File: config.mk
export PLATFORM = sky130hd
export DESIGN_NAME = pwm_generator_shadowed_update
export DESIGN_NICKNAME = d
export VERILOG_FILES = /design/src/pwmsu_pkg.sv /design/src/pwm_generator_shadowed_update.sv /design/src/pwmsu_ctrl.sv /design/src/pwmsu_dp.sv
export SDC_FILE = /design/constraint.sdc
export NUM_CORES = 1
export LEC_CHECK = 0
export BUFFER_PORTS_ARGS = -buffer_cell sky130_fd_sc_hd__clkbuf_2
export CAP_MARGIN = 20
export CORE_ASPECT_RATIO = 1.5
export CORE_UTILIZATION = 65
export DETAILED_ROUTE_END_ITERATION = 8
export PLACE_DENSITY = 0.83
export SYNTH_ARGS = -nofsm -noshare
export SYNTH_HDL_FRONTEND = slang
export SYNTH_SLANG_ARGS = --single-unit
File: constraint.sdc
create_clock -name clk_i -period 12.75 [get_ports clk_i]
set_input_delay 0 -clock clk_i [delete_from_list [all_inputs] [get_ports clk_i]]
set_output_delay 0 -clock clk_i [all_outputs]
set_load 0.02 [all_outputs]
File: src/pwmsu_pkg.sv
`default_nettype none

package pwmsu_pkg;

  localparam int CNT_W  = 32;
  localparam int RES_W  = 16;
  localparam int STEP_W = $clog2(CNT_W);

  localparam logic OP_TICK  = 1'b0;
  localparam logic OP_APPLY = 1'b1;

  typedef enum logic [2:0] {
    ST_IDLE,
    ST_CHECK,
    ST_DIVIDE,
    ST_ROUND,
    ST_COMMIT
  } pwmsu_state_e;

  typedef struct packed {
    logic load_item;
    logic do_tick;
    logic div_start;
    logic div_step;
    logic do_round;
    logic do_commit;
    logic do_reject;
  } pwmsu_cmd_t;

  typedef struct packed {
    logic reject;
    logic div_last;
    logic out_free;
  } pwmsu_sts_t;

endpackage

`default_nettype wire

File: src/pwm_generator_shadowed_update.sv
// One-channel PWM generator with shadowed settings.
// Input channel (in_valid_i/in_ready_o) carries one item: op_i = 0 is one time
// tick, op_i = 1 applies enable_i, new_period_i, new_duty_i and invert_i.
// Every item gives exactly one result on the output channel (out_valid_o /
// out_ready_i): pin level, active, update_pending and status.
// Configuration channel (cfg_valid_i/cfg_ready_o) writes the 16-bit
// resolution; it is always ready. Write it only while the block is idle.
// Latency: a tick result is valid the cycle after acceptance, and ticks
// are taken one per cycle while results are drained. An apply passes
// through check, one remainder bit per cycle through the restoring
// rounding unit, round and commit. A rejected apply ends after check.
// A new item is taken only when the output register is empty or being
// drained in the same cycle; a stalled receiver holds the result and stops
// input acceptance.
// Reset: pin low, generator idle, no pending setting, resolution 1.
`default_nettype none

module pwm_generator_shadowed_update (
  input  wire                         clk_i,
  input  wire                         rst_ni,
  input  wire                         cfg_valid_i,
  output logic                        cfg_ready_o,
  input  wire  [pwmsu_pkg::RES_W-1:0] cfg_resolution_i,
  input  wire                         in_valid_i,
  output logic                        in_ready_o,
  input  wire                         op_i,
  input  wire                         enable_i,
  input  wire  [pwmsu_pkg::CNT_W-1:0] new_period_i,
  input  wire  [pwmsu_pkg::CNT_W-1:0] new_duty_i,
  input  wire                         invert_i,
  output logic                        out_valid_o,
  input  wire                         out_ready_i,
  output logic                        pin_o,
  output logic                        active_o,
  output logic                        update_pending_o,
  output logic                        status_o
);
  import pwmsu_pkg::*;

  pwmsu_cmd_t cmd;
  pwmsu_sts_t sts;

  assign cfg_ready_o = 1'b1;

  pwmsu_ctrl u_ctrl (
    .clk_i      (clk_i),
    .rst_ni     (rst_ni),
    .in_valid_i (in_valid_i),
    .op_i       (op_i),
    .in_ready_o (in_ready_o),
    .sts_i      (sts),
    .cmd_o      (cmd)
  );

  pwmsu_dp u_dp (
    .clk_i            (clk_i),
    .rst_ni           (rst_ni),
    .cfg_valid_i      (cfg_valid_i),
    .cfg_resolution_i (cfg_resolution_i),
    .enable_i         (enable_i),
    .new_period_i     (new_period_i),
    .new_duty_i       (new_duty_i),
    .invert_i         (invert_i),
    .cmd_i            (cmd),
    .sts_o            (sts),
    .out_valid_o      (out_valid_o),
    .out_ready_i      (out_ready_i),
    .pin_o            (pin_o),
    .active_o         (active_o),
    .update_pending_o (update_pending_o),
    .status_o         (status_o)
  );

endmodule

`default_nettype wire

File: src/pwmsu_ctrl.sv
`default_nettype none

module pwmsu_ctrl (
  input  wire                        clk_i,
  input  wire                        rst_ni,
  input  wire                        in_valid_i,
  input  wire                        op_i,
  output logic                       in_ready_o,
  input  wire pwmsu_pkg::pwmsu_sts_t sts_i,
  output pwmsu_pkg::pwmsu_cmd_t      cmd_o
);
  import pwmsu_pkg::*;

  pwmsu_state_e state_q, state_d;
  logic         accept;

  always_ff @(posedge clk_i or negedge rst_ni) begin
    if (!rst_ni) begin
      state_q <= ST_IDLE;
    end else begin
      state_q <= state_d;
    end
  end

  always_comb begin
    state_d    = state_q;
    cmd_o      = '0;
    in_ready_o = 1'b0;
    accept     = 1'b0;
    case (state_q)
      ST_IDLE: begin
        in_ready_o = sts_i.out_free;
        accept     = in_valid_i && sts_i.out_free;
        if (accept) begin
          if (op_i == OP_APPLY) begin
            cmd_o.load_item = 1'b1;
            state_d         = ST_CHECK;
          end else begin
            cmd_o.do_tick = 1'b1;
          end
        end
      end
      ST_CHECK: begin
        if (sts_i.reject) begin
          if (sts_i.out_free) begin
            cmd_o.do_reject = 1'b1;
            state_d         = ST_IDLE;
          end
        end else begin
          cmd_o.div_start = 1'b1;
          state_d         = ST_DIVIDE;
        end
      end
      ST_DIVIDE: begin
        cmd_o.div_step = 1'b1;
        if (sts_i.div_last) begin
          state_d = ST_ROUND;
        end
      end
      ST_ROUND: begin
        cmd_o.do_round = 1'b1;
        state_d        = ST_COMMIT;
      end
      ST_COMMIT: begin
        if (sts_i.out_free) begin
          cmd_o.do_commit = 1'b1;
          state_d         = ST_IDLE;
        end
      end
      default: begin
        state_d = ST_IDLE;
      end
    endcase
  end

  a_ready_only_idle: assert property (@(posedge clk_i) disable iff (!rst_ni)
    (state_q != ST_IDLE) |-> !in_ready_o)
    else $error("input ready outside idle");

endmodule

`default_nettype wire

File: src/pwmsu_dp.sv
`default_nettype none

module pwmsu_dp (
  input  wire                                clk_i,
  input  wire                                rst_ni,
  input  wire                                cfg_valid_i,
  input  wire  [pwmsu_pkg::RES_W-1:0]        cfg_resolution_i,
  input  wire                                enable_i,
  input  wire  [pwmsu_pkg::CNT_W-1:0]        new_period_i,
  input  wire  [pwmsu_pkg::CNT_W-1:0]        new_duty_i,
  input  wire                                invert_i,
  input  wire pwmsu_pkg::pwmsu_cmd_t         cmd_i,
  output pwmsu_pkg::pwmsu_sts_t              sts_o,
  output logic                               out_valid_o,
  input  wire                                out_ready_i,
  output logic                               pin_o,
  output logic                               active_o,
  output logic                               update_pending_o,
  output logic                               status_o
);
  import pwmsu_pkg::*;

  function automatic logic [RES_W-1:0] rem_step(input logic [RES_W-1:0] rem,
                                                input logic             din,
                                                input logic [RES_W-1:0] r);
    logic [RES_W:0] t;
    logic [RES_W:0] s;
    t = {rem, din};
    s = t - {1'b0, r};
    if (t >= {1'b0, r}) begin
      return s[RES_W-1:0];
    end
    return t[RES_W-1:0];
  endfunction

  logic [RES_W-1:0]  res_q;
  logic [RES_W-1:0]  eff_res;
  logic [CNT_W-1:0]  res_ext;

  logic              en_q, inv_q;
  logic [CNT_W-1:0]  per_q, duty_q, diff;

  logic [CNT_W-1:0]  shp_q, shd_q;
  logic [RES_W-1:0]  remp_q, remd_q;
  logic [STEP_W-1:0] cnt_q;
  logic [CNT_W-1:0]  rp_q, rd_q;

  logic [CNT_W-1:0]  cur_per_q, cur_per_d, cur_duty_q, cur_duty_d;
  logic [CNT_W-1:0]  sh_per_q, sh_per_d, sh_duty_q, sh_duty_d;
  logic              cur_inv_q, cur_inv_d, sh_inv_q, sh_inv_d;
  logic              phase_q, phase_d, running_q, running_d;
  logic              pending_q, pending_d, pin_q, pin_d;
  logic [CNT_W-1:0]  ticks_q, ticks_d;
  logic              status_q, status_d;
  logic              out_valid_q, out_valid_d;

  logic              load_shadow, produce, enter;
  logic [CNT_W-1:0]  ep_per, ep_duty, ep_ticks;
  logic              ep_inv, ep_level, ep_steady;

  assign eff_res = (res_q == '0) ? RES_W'(1) : res_q;
  assign res_ext = CNT_W'(eff_res);
  assign diff    = per_q - duty_q;

  assign sts_o.reject   = ((duty_q != '0) && (duty_q < res_ext)) || (duty_q > per_q)
                          || ((duty_q != per_q) && (diff < res_ext));
  assign sts_o.div_last = (cnt_q == STEP_W'(CNT_W - 1));
  assign sts_o.out_free = !out_valid_q || out_ready_i;

  always_ff @(posedge clk_i or negedge rst_ni) begin
    if (!rst_ni) begin
      res_q <= RES_W'(1);
    end else if (cfg_valid_i) begin
      res_q <= cfg_resolution_i;
    end
  end

  always_ff @(posedge clk_i) begin
    if (cmd_i.load_item) begin
      en_q   <= enable_i;
      per_q  <= new_period_i;
      duty_q <= new_duty_i;
      inv_q  <= invert_i;
    end
    if (cmd_i.div_start) begin
      shp_q  <= per_q;
      shd_q  <= duty_q;
      remp_q <= '0;
      remd_q <= '0;
      cnt_q  <= '0;
    end else if (cmd_i.div_step) begin
      remp_q <= rem_step(remp_q, shp_q[CNT_W-1], eff_res);
      remd_q <= rem_step(remd_q, shd_q[CNT_W-1], eff_res);
      shp_q  <= {shp_q[CNT_W-2:0], 1'b0};
      shd_q  <= {shd_q[CNT_W-2:0], 1'b0};
      cnt_q  <= cnt_q + STEP_W'(1);
    end
    if (cmd_i.do_round) begin
      rp_q <= per_q - CNT_W'(remp_q);
      rd_q <= duty_q - CNT_W'(remd_q);
    end
  end

  always_comb begin
    load_shadow = !phase_q && pending_q;
    if (cmd_i.do_tick) begin
      ep_per   = load_shadow ? sh_per_q : cur_per_q;
      ep_duty  = load_shadow ? sh_duty_q : cur_duty_q;
      ep_inv   = load_shadow ? sh_inv_q : cur_inv_q;
      ep_level = load_shadow ? (sh_duty_q != '0) : !phase_q;
    end else begin
      ep_per   = rp_q;
      ep_duty  = rd_q;
      ep_inv   = inv_q;
      ep_level = (duty_q != '0);
    end
    ep_steady = (ep_duty == '0) || (ep_duty == ep_per);
    if (ep_steady) begin
      ep_ticks = '0;
    end else if (ep_level) begin
      ep_ticks = ep_duty;
    end else begin
      ep_ticks = ep_per - ep_duty;
    end
  end

  always_comb begin
    cur_per_d  = cur_per_q;
    cur_duty_d = cur_duty_q;
    cur_inv_d  = cur_inv_q;
    sh_per_d   = sh_per_q;
    sh_duty_d  = sh_duty_q;
    sh_inv_d   = sh_inv_q;
    phase_d    = phase_q;
    running_d  = running_q;
    pending_d  = pending_q;
    pin_d      = pin_q;
    ticks_d    = ticks_q;
    status_d   = status_q;
    enter      = 1'b0;
    produce    = cmd_i.do_tick || cmd_i.do_commit || cmd_i.do_reject;

    if (cmd_i.do_tick && running_q) begin
      if (ticks_q <= CNT_W'(1)) begin
        enter = 1'b1;
        if (load_shadow) begin
          pending_d = 1'b0;
        end
      end else begin
        ticks_d = ticks_q - CNT_W'(1);
      end
    end

    if (cmd_i.do_commit) begin
      if (!en_q) begin
        cur_per_d  = rp_q;
        cur_duty_d = rd_q;
        cur_inv_d  = inv_q;
        running_d  = 1'b0;
        pending_d  = 1'b0;
        ticks_d    = '0;
      end else if (running_q) begin
        sh_per_d  = rp_q;
        sh_duty_d = rd_q;
        sh_inv_d  = inv_q;
        pending_d = 1'b1;
      end else begin
        pending_d = 1'b0;
        enter     = 1'b1;
      end
    end

    if (enter) begin
      cur_per_d  = ep_per;
      cur_duty_d = ep_duty;
      cur_inv_d  = ep_inv;
      phase_d    = ep_level;
      pin_d      = ep_level ^ ep_inv;
      running_d  = !ep_steady;
      ticks_d    = ep_ticks;
    end

    if (cmd_i.do_reject) begin
      status_d = 1'b1;
    end else if (produce) begin
      status_d = 1'b0;
    end

    out_valid_d = produce || (out_valid_q && !out_ready_i);
  end

  always_ff @(posedge clk_i or negedge rst_ni) begin
    if (!rst_ni) begin
      cur_per_q   <= '0;
      cur_duty_q  <= '0;
      cur_inv_q   <= 1'b0;
      sh_per_q    <= '0;
      sh_duty_q   <= '0;
      sh_inv_q    <= 1'b0;
      phase_q     <= 1'b0;
      running_q   <= 1'b0;
      pending_q   <= 1'b0;
      pin_q       <= 1'b0;
      ticks_q     <= '0;
      status_q    <= 1'b0;
      out_valid_q <= 1'b0;
    end else begin
      cur_per_q   <= cur_per_d;
      cur_duty_q  <= cur_duty_d;
      cur_inv_q   <= cur_inv_d;
      sh_per_q    <= sh_per_d;
      sh_duty_q   <= sh_duty_d;
      sh_inv_q    <= sh_inv_d;
      phase_q     <= phase_d;
      running_q   <= running_d;
      pending_q   <= pending_d;
      pin_q       <= pin_d;
      ticks_q     <= ticks_d;
      status_q    <= status_d;
      out_valid_q <= out_valid_d;
    end
  end

  assign out_valid_o      = out_valid_q;
  assign pin_o            = pin_q;
  assign active_o         = running_q;
  assign update_pending_o = pending_q;
  assign status_o         = status_q;

  a_pending_needs_run: assert property (@(posedge clk_i) disable iff (!rst_ni)
    pending_q |-> running_q)
    else $error("shadow pending while generator idle");

  a_run_not_steady: assert property (@(posedge clk_i) disable iff (!rst_ni)
    running_q |-> ((cur_duty_q != '0) && (cur_duty_q != cur_per_q)))
    else $error("generator running with steady duty");

  a_no_overwrite: assert property (@(posedge clk_i) disable iff (!rst_ni)
    (out_valid_q && !out_ready_i) |-> !produce)
    else $error("result overwritten before taken");

  a_idle_count_zero: assert property (@(posedge clk_i) disable iff (!rst_ni)
    !running_q |-> (ticks_q == '0))
    else $error("tick counter armed while idle");

endmodule

`default_nettype wire
==> flow_summary.yaml <==
synth:
  synth_simple_gate_area_share_pct: 13.51
  syn_area_um2: 25990
  synth.avg_cell_area_um2: 9.997
  synth_compound_area_share_pct: 15.12
  synthAdderAreaFrac_pct: 8.212
  synth-seq-cells: 418
  ys_async_sr_fraction_pct: 44.74
  synthMuxAreaShare_pct: 11.33
  synth_top_family_by_area: "compound AO/OA/AOI/OAI gates"
  yosys_warnings: 0
  seq_area_frac_synth_pct: 43.27
  netlist_top_cells_area: "edfxtp_1 22%, dfrtp_1 18%, ha_1 7.8%"
  synth_top_area_share_pct: 22.41
  ys.flop_type: "edfxtp_1"
  syn_inst: 2600
  yosysMostFrequentCell: "nor2_1"
  synthesis.nets: 2855
  synth_top_area_cell: "edfxtp_1"
  synth_edf_count: 194
  yosys-top-cells-count: "225 x nor2_1, 221 x nand2_1, 194 x edfxtp_1"
  synthXorXnorAreaFrac_pct: 4.987
  synth_cell_type_count: 86
floorplanning:
  fp.dieH_um: 246.9
  num_rows: 89
  dieWidth_um: 165.3
  fp.dieArea_um2: 40810
  start_util_pct: 65.94
  fp.coreArea_um2: 39420
  pin_count: 95
cts:
  cts-root-buf: "clkbuf_16"
  clkLatencyLatePin_ps: 560
  cts_resized: 0
  clkSlewWorstSetupHoldPaths_ps: 70
  cts_sinks: 418
  numCtsBuffers: 42
  htreeDepth: 2
  cts_max_path_buffers: 3
  cts_tree: "yes"
  cts_setup_buffers: 0
  ctsHoldBuffers: 109
worst_setup_path:
  rr_endpoint: "u_dp.shd_q[24]"
  startpoint_type: "flop"
  setup.worst_path.end: "u_dp.shd_q[24]"
  r2r_slack_ps: 5600
  r2r_start: "u_dp.duty_q[2]"
  cp-startpoint: "u_dp.duty_q[2]"
  endpoint_kind: "flop"
  worst-path-max-fanout: 70
  crit_type: "reg -> reg"
  required_ps: 12980
  crit_arrival_ps: 7380
  r2r_cells: 23
global_route:
  met1_usage_pct: 43.01
  grt_usage_pct: 36.97
  met3_usage_pct: 5.720
  top_usage_layer: "met2"
  antenna_found_initial: 1
  grt_max_degree: 99
  overflow: 0
  grtUsageMet2_pct: 63.24
  grt_pass1_wl_um: 115400
  grt_pass1_vias: 21580
timing:
  setup_viol: 0
  worst_slew_pin_slew_ps: 1024
  clock_skew_ps: 17.31
  fin_crit_ps: 7150
  whs_ps: 19.53
  setup_tns_ps: 0
  hold_viol: 0
  slew_headroom_pct: 31.61
  post-route-period-util_pct: 56.07
  slew_violations: 0
  max_freq_mhz: 139.9
  rsz0062_at_grt: "false"
power_and_ir_drop:
  power_density_nw_per_um2: 223.7
  p_leak_nw: 12.64
  vdd_drop_max_uv: 172.7
finish:
  drive_above_1_share_pct: 12.88
  final_core_util_pct: 74.80
  fillers: 2637
  syn_to_final_growth_pct: 13.43
  fin_nets: 3016
routing:
  viasPerCell: 6.553
  drt-initial-drc-count: 1837
  postRouteAntennaNets: 0
  num_vias: 21600
  wl_per_cell_um: 22.73
  drt_wl_total_um: 74930
  drc: 7
  firstDrtPassIters: 9
placement:
  hpwlAfterDp_um: 51220
  gp_congestion: 0.9969
  portBuffers: 93
hold_path:
  worstHoldPathType: "in -> async"
job:
  cap_violations: 0
run_status:
  status: "finished, violations left"
  failed_checks: "DRC"
worst max-delay path, stage by stage, from the launching register on:
cell,delay [ps]
edfxtp_1,450
inv_1,70
ha_1,390
nor2b_4,170
a221oi_4,400
o21bai_1,120
a21oi_1,270
nor2b_1,80
o21ai_0,150
a21oi_1,90
ha_1,310
a21oi_1,160
o21ai_0,160
a2111oi_0,540
a21oi_1,270
nor4_1,320
o221ai_1,160
a2111oi_0,450
and4_1,370
a31oi_4,100
buf_4,320
buf_4,440
or2_2,530
buf_4,390
layer usage:
metal,wire length (um),vias up
met1,27650,10470
met3,5237,284
met5,0,-
li1,-,9819
met2,36960,1026
met4,5068,0
worst min path at each step:
| stage | cells past startpoint | endpoint | slack (ps) |
|---|---|---|---|
| detailed placement | 1 | u_dp.sh_per_q[27] | 50 |
| global route | 2 | u_dp.sh_per_q[27] | 80 |
| global placement | 1 | u_dp.cur_per_q[28] | 50 |
| CTS | 2 | u_dp.res_q[15] | 5 |
| floorplan | 0 | u_ctrl.state_q[0] | -300 |
| finish | 2 | u_dp.sh_per_q[28] | 20 |
power breakdown:
part           total [W]  leakage, nW  switching [W]  internal, W
Combinational    0.00299         7.36        0.00173      0.00125
Sequential       0.00225         4.54       0.000329      0.00192
Clock            0.00136        0.735       0.000555     0.000803
layout make-up:
type | count | area, um2 | area share [%]
multi-input combinational | 1951 | 13900 | 47.16
timing repair buffer | 223 | 1732 | 5.873
inverter | 125 | 469.2 | 1.591
clock inverter | 22 | 275.3 | 0.9336
antenna | 1 | 2.502 | 0.008487
sequential | 418 | 11250 | 38.15
tap | 500 | 625.6 | 2.122
clock buffer | 56 | 1229 | 4.167
cell families after synthesis:
family	Yosys count
AOI/OAI and AO/OA	631
xor gates and xnor gates	148
adders and majority gates	167
buffers and inverters	231
DFF	418
muxes	263
other	1
and+or+nand+nor	741
per-stage QoR:
stage	area (um2)	setup slack [ps]	power, W	cells
after floorplan	25990	7009	0.004330	2600
after CTS	29450	5773	0.006502	3292
final	29480	5600	0.006597	3296
after detailed placement	26860	5777	0.005101	3105
after global placement	26860	5937	0.004975	3105
after global routing	29480	5183	0.006953	3296
cell usage in the layout (no fill, tap or decap), types with 107 or more instances in the layout:
cell type,count
nand2_1,221
nor2_1,223
mux2_2,112
dfrtp_1,186
ha_1,161
o21ai_0,188
inv_1,125
edfxtp_1,194
a21oi_1,167
xnor2_1,107
dlygate4sd3_1,109
Power figures use the tool's default switching activity.
